File: config.mk
export PLATFORM = sky130hd
export DESIGN_NAME = chained_hash_set
export DESIGN_NICKNAME = d
export VERILOG_FILES = /design/src/hdl/chs_pkg.sv /design/src/hdl/chained_hash_set.sv /design/src/hdl/chs_ram.sv /design/src/hdl/chs_mod.sv
export SDC_FILE = /design/constraint.sdc
export NUM_CORES = 2
export LEC_CHECK = 0
export BUFFER_PORTS_ARGS = -buffer_cell sky130_fd_sc_hd__buf_2
export CORE_MARGIN = 2
export CORE_UTILIZATION = 46
export CTS_CLUSTER_DIAMETER = 80
export DETAILED_ROUTE_END_ITERATION = 16
export GPL_TIMING_DRIVEN = 0
export PLACE_DENSITY_LB_ADDON = 0.05
export SYNTH_ARGS = -nofsm -noshare
export SYNTH_HDL_FRONTEND = slang
export SYNTH_SLANG_ARGS = --single-unit
File: constraint.sdc
create_clock -name clk -period 25.2 [get_ports clk]
set_clock_uncertainty 0.2 [all_clocks]
set_input_delay 0 -clock clk [delete_from_list [all_inputs] [get_ports clk]]
set_output_delay 0 -clock clk [all_outputs]
set_load 0.005 [all_outputs]
File: src/hdl/chs_pkg.sv
// chs_pkg: shared types and constants for the chained hash set
// request kinds, result status codes and sequencer states
// no dependencies
`default_nettype none

package chs_pkg;

  localparam int KIND_W     = 2;
  localparam int VALUE_W    = 31;
  localparam int STATUS_W   = 2;
  localparam int BUCKET_W   = 3;
  localparam int CHUNK_W    = 8;
  localparam int NUM_CHUNKS = 4;
  localparam int CHUNK_CNT_W = 2;

  typedef enum logic [KIND_W-1:0] {
    KIND_INSERT = 2'd0,
    KIND_DELETE = 2'd1,
    KIND_SEARCH = 2'd2
  } kind_t;

  typedef enum logic [STATUS_W-1:0] {
    STATUS_OK     = 2'd0,
    STATUS_ABSENT = 2'd1,
    STATUS_FULL   = 2'd2
  } status_t;

  typedef enum logic [2:0] {
    S_IDLE,
    S_HASH,
    S_LEN,
    S_SCAN,
    S_SHIFT,
    S_DONE
  } state_t;

endpackage

`default_nettype wire

File: src/hdl/chained_hash_set.sv
// chained_hash_set: hash set with fixed-depth chains per bucket
// sequencer around a slot ram and a chain length ram
// depends on chs_pkg, chs_ram, chs_mod
//
//   channel | signals                 | direction
//   request | in_valid in_stall kind value   | in
//   result  | out_valid out_stall status bucket | out
//
// one request at a time; insert writes its slot without scanning the chain,
// delete and search visit the slots of the chain until a match or its end
// the bucket remainder comes first, then slots go one per cycle through
// the single read port of the slot ram
// reset clears chain lengths through per-bucket valid bits, no clearing pass
// a result waiting under out_stall holds the sequencer before it returns idle
`default_nettype none

module chained_hash_set #(
  parameter int NUM_BUCKETS = 7,
  parameter int CHAIN_DEPTH = 8
) (
  input  wire logic                            clk,
  input  wire logic                            rst,
  input  wire logic                            in_valid,
  output logic                                 in_stall,
  input  wire logic [chs_pkg::KIND_W-1:0]      kind,
  input  wire logic [chs_pkg::VALUE_W-1:0]     value,
  output logic                                 out_valid,
  input  wire logic                            out_stall,
  output logic [chs_pkg::STATUS_W-1:0]         status,
  output logic [chs_pkg::BUCKET_W-1:0]         bucket
);

  localparam int BKT_W  = NUM_BUCKETS > 1 ? $clog2(NUM_BUCKETS) : 1;
  localparam int LEN_W  = $clog2(CHAIN_DEPTH + 1);
  localparam int SLOTS  = NUM_BUCKETS * CHAIN_DEPTH;
  localparam int ADDR_W = SLOTS > 1 ? $clog2(SLOTS) : 1;

  chs_pkg::state_t   state, state_next;
  chs_pkg::kind_t    kind_q;
  chs_pkg::status_t  res, res_next;
  logic [chs_pkg::VALUE_W-1:0] value_q;
  logic [BKT_W-1:0]  bkt;
  logic [ADDR_W-1:0] base;
  logic [LEN_W-1:0]  n, n_next;
  logic [LEN_W-1:0]  ridx, ridx_next;
  logic [NUM_BUCKETS-1:0] len_vld;

  logic              hash_done;
  logic [BKT_W-1:0]  hash_rem;

  logic              len_we;
  logic [LEN_W-1:0]  len_wdata;
  logic [LEN_W-1:0]  len_rdata;
  logic [LEN_W-1:0]  len_cur;

  logic                        slot_we;
  logic [ADDR_W-1:0]           slot_waddr;
  logic [chs_pkg::VALUE_W-1:0] slot_wdata;
  logic [ADDR_W-1:0]           slot_raddr;
  logic [chs_pkg::VALUE_W-1:0] slot_rdata;

  logic in_xfer;
  logic out_free;
  logic more;
  logic match;

  assign in_stall = (state != chs_pkg::S_IDLE);
  assign in_xfer  = in_valid && !in_stall;
  assign out_free = !out_valid || !out_stall;
  assign len_cur  = len_vld[bkt] ? len_rdata : '0;
  assign more     = (ridx + LEN_W'(1)) < n;
  assign match    = (slot_rdata == value_q);

  chs_mod #(
    .NUM_BUCKETS (NUM_BUCKETS)
  ) u_mod (
    .clk   (clk),
    .rst   (rst),
    .start (in_xfer),
    .value (value),
    .done  (hash_done),
    .rem   (hash_rem)
  );

  chs_ram #(
    .WIDTH (LEN_W),
    .DEPTH (NUM_BUCKETS)
  ) u_len_ram (
    .clk   (clk),
    .we    (len_we),
    .waddr (bkt),
    .wdata (len_wdata),
    .raddr (hash_rem),
    .rdata (len_rdata)
  );

  chs_ram #(
    .WIDTH (chs_pkg::VALUE_W),
    .DEPTH (SLOTS)
  ) u_slot_ram (
    .clk   (clk),
    .we    (slot_we),
    .waddr (slot_waddr),
    .wdata (slot_wdata),
    .raddr (slot_raddr),
    .rdata (slot_rdata)
  );

  // next state
  always_comb begin
    state_next = state;
    unique case (state)
      chs_pkg::S_IDLE: begin
        if (in_valid) state_next = chs_pkg::S_HASH;
      end
      chs_pkg::S_HASH: begin
        if (hash_done) state_next = chs_pkg::S_LEN;
      end
      chs_pkg::S_LEN: begin
        unique case (kind_q)
          chs_pkg::KIND_DELETE,
          chs_pkg::KIND_SEARCH: begin
            state_next = (len_cur == '0) ? chs_pkg::S_DONE : chs_pkg::S_SCAN;
          end
          default: state_next = chs_pkg::S_DONE;
        endcase
      end
      chs_pkg::S_SCAN: begin
        if (match) begin
          state_next = (kind_q == chs_pkg::KIND_DELETE && more) ?
                       chs_pkg::S_SHIFT : chs_pkg::S_DONE;
        end else if (!more) begin
          state_next = chs_pkg::S_DONE;
        end
      end
      chs_pkg::S_SHIFT: begin
        if (!more) state_next = chs_pkg::S_DONE;
      end
      chs_pkg::S_DONE: begin
        if (out_free) state_next = chs_pkg::S_IDLE;
      end
      default: state_next = chs_pkg::S_IDLE;
    endcase
  end

  // memory controls and working values
  always_comb begin
    len_we     = 1'b0;
    len_wdata  = n - LEN_W'(1);
    slot_we    = 1'b0;
    slot_waddr = base + ADDR_W'(ridx) - ADDR_W'(1);
    slot_wdata = slot_rdata;
    slot_raddr = base + ADDR_W'(ridx) + ADDR_W'(1);
    res_next   = res;
    n_next     = n;
    ridx_next  = ridx;
    unique case (state)
      chs_pkg::S_LEN: begin
        n_next     = len_cur;
        ridx_next  = '0;
        slot_raddr = base;
        res_next   = chs_pkg::STATUS_ABSENT;
        unique case (kind_q)
          chs_pkg::KIND_INSERT: begin
            if (len_cur >= LEN_W'(CHAIN_DEPTH)) begin
              res_next = chs_pkg::STATUS_FULL;
            end else begin
              slot_we    = 1'b1;
              slot_waddr = base + ADDR_W'(len_cur);
              slot_wdata = value_q;
              len_we     = 1'b1;
              len_wdata  = len_cur + LEN_W'(1);
              res_next   = chs_pkg::STATUS_OK;
            end
          end
          default: ;
        endcase
      end
      chs_pkg::S_SCAN: begin
        if (match) begin
          res_next = chs_pkg::STATUS_OK;
          if (kind_q == chs_pkg::KIND_DELETE) begin
            if (more) begin
              ridx_next = ridx + LEN_W'(1);
            end else begin
              len_we = 1'b1;
            end
          end
        end else if (more) begin
          ridx_next = ridx + LEN_W'(1);
        end
      end
      chs_pkg::S_SHIFT: begin
        slot_we = 1'b1;
        if (more) begin
          ridx_next = ridx + LEN_W'(1);
        end else begin
          len_we = 1'b1;
        end
      end
      default: ;
    endcase
  end

  always_ff @(posedge clk) begin
    if (rst) begin
      state     <= chs_pkg::S_IDLE;
      out_valid <= 1'b0;
      len_vld   <= '0;
    end else begin
      state <= state_next;
      if (len_we) begin
        len_vld[bkt] <= 1'b1;
      end
      if (state == chs_pkg::S_DONE && out_free) begin
        out_valid <= 1'b1;
      end else if (!out_stall) begin
        out_valid <= 1'b0;
      end
    end
  end

  always_ff @(posedge clk) begin
    if (in_xfer) begin
      kind_q  <= chs_pkg::kind_t'(kind);
      value_q <= value;
    end
    if (state == chs_pkg::S_HASH && hash_done) begin
      bkt  <= hash_rem;
      base <= ADDR_W'(hash_rem * CHAIN_DEPTH);
    end
    res  <= res_next;
    n    <= n_next;
    ridx <= ridx_next;
    if (state == chs_pkg::S_DONE && out_free) begin
      status <= res;
      bucket <= chs_pkg::BUCKET_W'(bkt);
    end
  end

endmodule

`default_nettype wire

File: src/hdl/chs_ram.sv
// chs_ram: generic single write port, single read port ram
// read data registered, no reset on contents
// no dependencies
`default_nettype none

module chs_ram #(
  parameter int WIDTH = 8,
  parameter int DEPTH = 16
) (
  input  wire logic                                 clk,
  input  wire logic                                 we,
  input  wire logic [(DEPTH > 1 ? $clog2(DEPTH) : 1)-1:0] waddr,
  input  wire logic [WIDTH-1:0]                     wdata,
  input  wire logic [(DEPTH > 1 ? $clog2(DEPTH) : 1)-1:0] raddr,
  output logic      [WIDTH-1:0]                     rdata
);

  logic [WIDTH-1:0] mem [DEPTH];

  always_ff @(posedge clk) begin
    if (we) begin
      mem[waddr] <= wdata;
    end
    rdata <= mem[raddr];
  end

endmodule

`default_nettype wire

File: src/hdl/chs_mod.sv
// chs_mod: value modulo bucket count, eight bits per cycle
// restoring remainder over four chunks, most significant first
// depends on chs_pkg
`default_nettype none

module chs_mod #(
  parameter int NUM_BUCKETS = 7
) (
  input  wire logic                                   clk,
  input  wire logic                                   rst,
  input  wire logic                                   start,
  input  wire logic [chs_pkg::VALUE_W-1:0]            value,
  output logic                                        done,
  output logic [(NUM_BUCKETS > 1 ? $clog2(NUM_BUCKETS) : 1)-1:0] rem
);

  localparam int BKT_W = NUM_BUCKETS > 1 ? $clog2(NUM_BUCKETS) : 1;
  localparam int DIV_W = BKT_W + chs_pkg::CHUNK_W;
  localparam int SH_W  = chs_pkg::CHUNK_W * chs_pkg::NUM_CHUNKS;

  logic                              busy;
  logic [chs_pkg::CHUNK_CNT_W-1:0]   cnt;
  logic [SH_W-1:0]                   sh;
  logic [BKT_W-1:0]                  rem_next;

  always_comb begin
    logic [DIV_W-1:0] x;
    logic [DIV_W-1:0] d;
    x = {rem, sh[SH_W-1 -: chs_pkg::CHUNK_W]};
    for (int j = chs_pkg::CHUNK_W - 1; j >= 0; j--) begin
      d = DIV_W'(NUM_BUCKETS) << j;
      if (x >= d) begin
        x = x - d;
      end
    end
    rem_next = x[BKT_W-1:0];
  end

  always_ff @(posedge clk) begin
    if (rst) begin
      busy <= 1'b0;
      done <= 1'b0;
      cnt  <= '0;
    end else if (start) begin
      busy <= 1'b1;
      done <= 1'b0;
      cnt  <= '0;
    end else if (busy) begin
      cnt <= cnt + chs_pkg::CHUNK_CNT_W'(1);
      if (cnt == chs_pkg::CHUNK_CNT_W'(chs_pkg::NUM_CHUNKS - 1)) begin
        busy <= 1'b0;
        done <= 1'b1;
      end
    end else begin
      done <= 1'b0;
    end
  end

  always_ff @(posedge clk) begin
    if (start) begin
      sh  <= SH_W'(value);
      rem <= '0;
    end else if (busy) begin
      sh  <= sh << chs_pkg::CHUNK_W;
      rem <= rem_next;
    end
  end

endmodule

`default_nettype wire
### Yosys cells after proc, flatten, opt, wreduce, memory -nomap -nowiden

Memories as Yosys holds them, arrays and structs flattened. A register that Yosys moved wholly into a read port is not among the register bits.
Cells that the tools add are included.

* add/subtract/negate cells: 16
* order comparisons: 12
* eq/ne operators: 15
* multiplexer cells: 58
* bitwise logic cells: 2
* reductions and logical operators: 22

Operators by type and width (number)
* 31-bit 2-to-1 mux: 5
* 11-bit 2-to-1 mux: 7
* 31-bit equality test: 1
* 4-bit 2-to-1 mux: 7
* 3-bit 2-to-1 mux: 8
* 6-bit 2-to-1 mux: 4
* 3-bit one-hot mux with 6 select lines: 1
* 1-bit 2-to-1 mux: 17
* 6-bit by 4-bit adder with 6-bit output: 2
* 4-bit one-hot mux with 3 select lines: 1
* 11-bit by 10-bit >= comparator with 1-bit output (second input constant): 1
* 11-bit by 3-bit >= comparator with 1-bit output (second input constant): 1
* 11-bit by 4-bit >= comparator with 1-bit output (second input constant): 1
* 11-bit by 5-bit >= comparator with 1-bit output (second input constant): 1
* 11-bit by 6-bit >= comparator with 1-bit output (second input constant): 1
* 11-bit by 7-bit >= comparator with 1-bit output (second input constant): 1
* 11-bit by 8-bit >= comparator with 1-bit output (second input constant): 1
* 11-bit by 9-bit >= comparator with 1-bit output (second input constant): 1
* 11-bit by 10-bit subtractor with 11-bit output (second input constant): 1
* 11-bit by 4-bit subtractor with 11-bit output (second input constant): 1
* 11-bit by 5-bit subtractor with 11-bit output (second input constant): 1
* 11-bit by 6-bit subtractor with 11-bit output (second input constant): 1
* 11-bit by 7-bit subtractor with 11-bit output (second input constant): 1
* 11-bit by 8-bit subtractor with 11-bit output (second input constant): 1
* 39 further kinds: 58

* register bits: 101
* bits in writable memories: 1764
* bits of input ports: 37
* output and inout bits: 7
* word-level logic and storage cells: 144
* memories: 2

Memories
* u_slot_ram.mem: words 56, bits a word 31, rd ports 1, clocked after memory_dff 1, wr ports 1, line chs_ram.sv:18 `logic [WIDTH-1:0] mem [DEPTH];`
* u_len_ram.mem: words 7, bits a word 4, rd ports 1, clocked after memory_dff 1, wr ports 1, line chs_ram.sv:18

### Depth between registers and ports, before layout

* depth after elaboration: 16
* mapped depth: 39
* gate-level depth less buffers: 38

### Cells and area by module

A second synthesis with hierarchy kept.

* cells, all modules: 3917
* area total of the unflattened synthesis: 76190.6 µm²

Modules (own cells, without submodules)
* chs_ram (u_slot_ram): instances 1, cells an instance 3103, area an instance 67509.7 µm², seq. area each 52750.6 µm²
* chs_mod: instances 1, cells an instance 417, area an instance 3814.9 µm², seq. area each 1091.0 µm²
* chained_hash_set: instances 1, cells an instance 325, area an instance 3646.0 µm², seq. area each 1751.7 µm²
* chs_ram (u_len_ram): instances 1, cells an instance 72, area an instance 1219.9 µm², seq. area each 920.9 µm²

### Worst setup path after synthesis

Ideal clock, no wire load.

* path kind: register -> register
* start point: reg u_mod.sh[25]
* end point: reg u_mod.rem[1] in the netlist's numbering
* setup time: 196 ps
* data arrival time: 8518 ps
* required time: 24804 ps
* path slack: 16286 ps
* stages on the path, launching flop included: 38
* buffers on the path: 1
* period minus slack after synthesis: 8914 ps
* path through: edfxtp_1 nor4_4 a31oi_1 mux2_2 ha_1 and3_1 a21o_1 a21oi_4 xnor2_1 ha_1 o211a_2 nor3_4 xnor2_1 ha_1 and3_1 mux2_4 nand4b_4 xor2_1 (+2 left out) nand2_4 nand3_2 xor2_1 ha_1 inv_1 or4_1 nand2b_2 nand2_1 xor2_1 ha_1 and2_1 a221oi_4 o211ai_4 xor2_1 ha_1 a2111oi_4 mux2i_1 a211oi_2

* longest elaborated chain between the ends: 16
* elaborated cells on any way between the ends: 24
* those cells by class: add/sub: 8; order compare: 8; mux: 8

Ends and longest elaborated chain
* start, declared: line chs_mod.sv:23 `logic [SH_W-1:0] sh;`
* start signal, assigned: line chs_mod.sv:61 `sh <= SH_W'(value);`
* start signal, assigned: line chs_mod.sv:64 `sh <= sh << chs_pkg::CHUNK_W;`
* 11-bit by 10-bit subtractor with 11-bit output or 11-bit by 10-bit >= comparator with 1-bit output (tied branches): line chs_mod.sv:33, chs_mod.sv:32
* 11-bit 2-to-1 mux *: line chs_mod.sv:32 `if (x >= d) begin`
* 11-bit by 9-bit subtractor with 11-bit output or 11-bit by 9-bit >= comparator with 1-bit output (tied branches): line chs_mod.sv:33, chs_mod.sv:32
* 11-bit 2-to-1 mux *: line chs_mod.sv:32
* 11-bit by 8-bit subtractor with 11-bit output or 11-bit by 8-bit >= comparator with 1-bit output (tied branches): line chs_mod.sv:33, chs_mod.sv:32
* 11-bit 2-to-1 mux *: line chs_mod.sv:32
* 11-bit by 7-bit subtractor with 11-bit output or 11-bit by 7-bit >= comparator with 1-bit output (tied branches): line chs_mod.sv:33, chs_mod.sv:32
* 11-bit 2-to-1 mux *: line chs_mod.sv:32
* 11-bit by 6-bit subtractor with 11-bit output or 11-bit by 6-bit >= comparator with 1-bit output (tied branches): line chs_mod.sv:33, chs_mod.sv:32
* 11-bit 2-to-1 mux *: line chs_mod.sv:32
* 11-bit by 5-bit subtractor with 11-bit output or 11-bit by 5-bit >= comparator with 1-bit output (tied branches): line chs_mod.sv:33, chs_mod.sv:32
* 11-bit 2-to-1 mux *: line chs_mod.sv:32
* 11-bit by 4-bit subtractor with 11-bit output or 11-bit by 4-bit >= comparator with 1-bit output (tied branches): line chs_mod.sv:33, chs_mod.sv:32
* 11-bit 2-to-1 mux *: line chs_mod.sv:32
* 11-bit by 3-bit >= comparator with 1-bit output or 3-bit subtractor (tied branches): line chs_mod.sv:32, chs_mod.sv:33
* 3-bit 2-to-1 mux *: line chs_mod.sv:32
* end signal, assigned: line chs_mod.sv:65 `rem <= rem_next;`
* end, declared: line chs_mod.sv:14 `output logic [(NUM_BUCKETS > 1 ? $clog2(NUM_BUCKETS) : 1)-1:0] rem`

Mark *: on every way between the ends. The rest lies on a longest branch, timed or not.
A chain may end at the register's enable or synchronous reset.

### Worst setup path in the final report

Same ends and word-level chain as after synthesis.

==> Flow_metrics.wiki <==
{| class="wikitable"
! Metric !! Value
|-
| Worst stage delay on the critical path || around 550 ps
|-
| Initial standard-cell utilization of the core || a little under half
|-
| Fmax || 96.0 MHz
|-
| # H-tree levels || 4
|-
| Startpoint Class || register
|-
| Global-route congestion overflow total || 0
|-
| Worst Setup End Kind || register
|-
| Hold crit path type || in2reg
|-
| Cts bufs inserted || about 200
|-
| Largest net degree at the start of global routing || 57
|-
| DRC errors left || 0
|-
| Crit path to || u_mod.rem[1]
|-
| Clock-pin slew of the registers on the worst-case setup and hold paths || 60 ps
|-
| Routability-driven placement congestion ratio || approximately 0.99
|-
| Number of nets in the finished design || between 6k and 7k
|-
| Peak supply drop || about 140 uV
|-
| Pwr Density || about 96 mW/mm^2
|-
| Cell area after technology mapping || ~0.078 mm^2
|-
| DRC marker count from the first detailed-route iteration || between 7k and 8k
|-
| Clock root buffer || sky130_fd_sc_hd__clkbuf_16
|-
| Dominant cells by area after synthesis || sky130_fd_sc_hd__edfxtp_1 (71%), sky130_fd_sc_hd__nand2_1 (6.2%), sky130_fd_sc_hd__nand3_1 (2.2%)
|-
| Initial antenna violation count || 13
|-
| Classification of the worst setup path || reg2reg
|-
| Height of the die || between 400 and 500 um
|-
| Number of unique standard cell types used by synthesis || 96
|-
| Reg-to-reg critical path startpoint || u_mod.sh[25]
|-
| Std-Cell Core Area || 0.168 mm^2
|-
| Global-route total usage across every layer || 29.9%
|-
| Clock insertion delay at the later pin of the skew report || 850 ps
|-
| TritonCTS sink count || roughly 1.9k
|-
| Chip width || 415 um
|-
| Total chip power || 0.00866 W
|-
| Core Rows || 150
|-
| Setup violation total in the final timing report || 0
|-
| Placed wire-length estimate after detailed placement || roughly 180000 um
|-
| Post-CTS Setup Inserts || 0
|-
| Start point of the critical path || u_mod.sh[25]
|-
| Final count of pins violating max slew || 2
|-
| # IOs || 44
|-
| Area leader, netlist || sky130_fd_sc_hd__edfxtp_1
|-
| Share of flip-flops with an asynchronous set or reset after synthesis || 0%
|-
| Via count of the first global-routing pass || 50.0k
|-
| WP data required || between 20000 and 30000 ps
|-
| Outcome || finished with violations
|-
| Count of final hold-check violations || 0
|-
| Fraction of post-synthesis cell area in the top cell type by area || 71.3%
|-
| Number of standard cells after synthesis || approximately 5.9k
|-
| Count leader, synth || sky130_fd_sc_hd__edfxtp_1
|-
| Number of vias per cell || a little over 6
|-
| Share of layout cells above drive strength 1 || around a tenth
|-
| Synth warn || 0
|-
| Unrepaired setup endpoints after global routing || false
|-
| Total vias in the final route || approximately 52k
|-
| Register bit total from synthesis || 1900
|-
| Worst Path Arrival || between 10000 and 15000 ps
|-
| Wire length of the first global-routing pass || between 300000 and 400000 um
|-
| Worst slew margin relative to its limit || -4.01%
|-
| CTS tree || done
|-
| Maximum net fanout on the critical path || 10
|-
| Critical-path top delay cell || sky130_fd_sc_hd__edfxtp_1
|-
| Min Tclk post-route || about 10000 ps
|-
| Avg Inst Size Synth || ~13 um^2
|-
| Post-detailed-route wirelength per cell || a little over 30 um
|-
| Total Die Area || around 0.17 mm^2
|-
| Filler cells || around 14k
|-
| Failing checks || max-capacitance violations, max-slew violations
|-
| Final critical-path share of the clock period || between 40% and 50%
|-
| Drt total wl || between 200000 and 300000 um
|-
| Number of routed nets with antenna violations || 0
|-
| Initial DRT Pass Iterations || 6
|-
| Synth Flop Type || sky130_fd_sc_hd__edfxtp_1
|-
| Worst setup slack for register-to-register paths || 14780 ps
|-
| Worst Tran Pin Value || 1550 ps
|-
| Number of cell instances on the worst register-to-register path || 37
|-
| Post-synth net total || around 5.9k
|-
| Cell mode on critical path || sky130_fd_sc_hd__ha_1
|-
| Area growth syn-to-layout || 15.5%
|-
| Number of synthesized flops with an enable pin || ~1.8k
|-
| Reg2Reg Capture Point || u_mod.rem[1]
|-
| Top cell types by occurrence after synthesis || sky130_fd_sc_hd__edfxtp_1 (1846), sky130_fd_sc_hd__nand2_1 (1282), sky130_fd_sc_hd__clkbuf_1 (375)
|-
| PortBufs || 43
|-
| Share of synthesized area occupied by flip-flops and latches || around 73%
|-
| Maximum clock insertion buffer count || 3
|-
| Leakage dissipation || 29.3 nW
|-
| Number of max-cap violations || 2
|-
| Sum Neg Setup Slack || 0 ps
|}
[placed cells by master (no fill, tap or decap), types with 28 or more instances in the layout]
| cell type | instances |
|---|---|
| sky130_fd_sc_hd__clkinv_1 | 51 |
| sky130_fd_sc_hd__a311oi_1 | 125 |
| sky130_fd_sc_hd__xnor2_1 | 32 |
| sky130_fd_sc_hd__nand3_1 | 348 |
| sky130_fd_sc_hd__o21ai_0 | 126 |
| sky130_fd_sc_hd__clkinv_2 | 32 |
| sky130_fd_sc_hd__buf_2 | 52 |
| sky130_fd_sc_hd__nor2_4 | 56 |
| sky130_fd_sc_hd__a211oi_1 | 109 |
| sky130_fd_sc_hd__clkbuf_1 | 414 |
| sky130_fd_sc_hd__mux2_2 | 73 |
| sky130_fd_sc_hd__clkbuf_16 | 204 |
| sky130_fd_sc_hd__a21oi_1 | 201 |
| sky130_fd_sc_hd__nor3_1 | 153 |
| sky130_fd_sc_hd__nor2_1 | 142 |
| sky130_fd_sc_hd__a31oi_1 | 207 |
| sky130_fd_sc_hd__dfxtp_1 | 54 |
| sky130_fd_sc_hd__and3_1 | 77 |
| sky130_fd_sc_hd__o211ai_1 | 103 |
| sky130_fd_sc_hd__dlygate4sd3_1 | 72 |
| sky130_fd_sc_hd__o32ai_1 | 41 |
| sky130_fd_sc_hd__o22ai_1 | 45 |
| sky130_fd_sc_hd__buf_12 | 60 |
| sky130_fd_sc_hd__nand2_1 | 1251 |
| sky130_fd_sc_hd__o221ai_1 | 32 |
| sky130_fd_sc_hd__buf_1 | 28 |
| sky130_fd_sc_hd__mux2i_1 | 104 |
| sky130_fd_sc_hd__xor2_1 | 29 |
| sky130_fd_sc_hd__or3_1 | 34 |
| sky130_fd_sc_hd__edfxtp_1 | 1846 |
[routing by layer]
metal / up-vias / track usage [%] / share of wire, %
met2: 2457 / 45.6 / 45
met5: - / 0 / 0.0076
met3: 381 / 5.20 / 9.0
met4: 2 / 10.6 / 3.6
met1: 26500 / 43.3 / 43
li1: 23000 / - / -
[worst min path at each step]
stage,startpoint,end,slack [ps],cells after the start
2_1_floorplan,rst,out_valid,-130,1
3_3_place_gp,kind[0],kind_q[0],-10,1
3_5_place_dp,kind[1],kind_q[1],-10,1
4_1_cts,rst,state[0],60,4
5_1_grt,rst,u_mod.busy,120,4
6_report,rst,state[0],90,4
[per-stage QoR]
| stage | area (um^2) | worst slack [ps] | util, % | instances | hold slack (ps) |
|---|---|---|---|---|---|
| after floorplan | 77800 | 16290 | - | 5860 | -131 |
| after global placement | 80700 | 14580 | 48.2 | 8107 | -14.9 |
| after detailed placement | 82900 | 14770 | 49.5 | 8180 | -13.3 |
| after CTS | 89800 | 14710 | 53.6 | 8612 | 56.7 |
| after global routing | 89800 | 13830 | 53.6 | 8613 | 120 |
| final | 89800 | 14780 | 53.6 | 8615 | 89.8 |
[what timing repair did]
item | CTS | global route
hold endpoints to repair | 119 | 0
hold buffers | 72 | 0
gates resized for setup | 0 | 0
[kinds of logic (layout without fill, tap and decap cells)]
kind of cell               Yosys count  after routing  synth area share, %
and+or+nand+nor                   2187           2187                 12.2
DFF                               1900           1900                 72.7
AOI/OAI and AO/OA                 1061           1061                 9.30
buffers and inverters              440            989                 2.14
muxes                              186            186                 2.62
xor gates and xnor gates            63             63                0.719
adders and majority gates           23             23                0.370
other                                0              2                    0
[sequential cells by signal, indices dropped and copies added, names as in the netlist, 4 cells and up]
| name | flops |
|---|---|
| u_slot_ram.mem | 1736 |
| u_mod.sh | 32 |
| u_slot_ram.rdata | 31 |
| value_q | 31 |
| u_len_ram.mem | 28 |
| len_vld | 7 |
| n | 4 |
| ridx | 4 |
| u_len_ram.rdata | 4 |
[critical path, delay by kind of cell (launching register included)]
family / cells / cell delay (ps)
simple gates: 11 / 2660
compound gates: 10 / 2370
fa+ha+maj: 6 / 1690
xor+xnor: 5 / 1480
mux: 3 / 880
flops: 1 / 550
buf+inv: 2 / 450
[final cells by class]
class | instances | area, um^2 | area share, %
sequential | 1900 | 56500 | 62.9
multi-input combinational | 3520 | 20200 | 22.5
clock buffer | 253 | 5330 | 5.93
tap | 2204 | 2760 | 3.07
timing repair buffer | 189 | 2450 | 2.73
buffer | 413 | 1570 | 1.75
clock inverter | 107 | 857 | 0.954
inverter | 27 | 101 | 0.113
antenna | 2 | 5.00 | 0.00557
[power by group]
part           leakage (nW)  internal, W  switching [W]  total, W
logic                  9.21     0.000635        0.00149   0.00213
clock network          3.04      0.00161        0.00122   0.00283
registers              17.1      0.00368      0.0000282   0.00371
total                  29.3      0.00592        0.00274   0.00866
(Power assumes the default switching activity.)
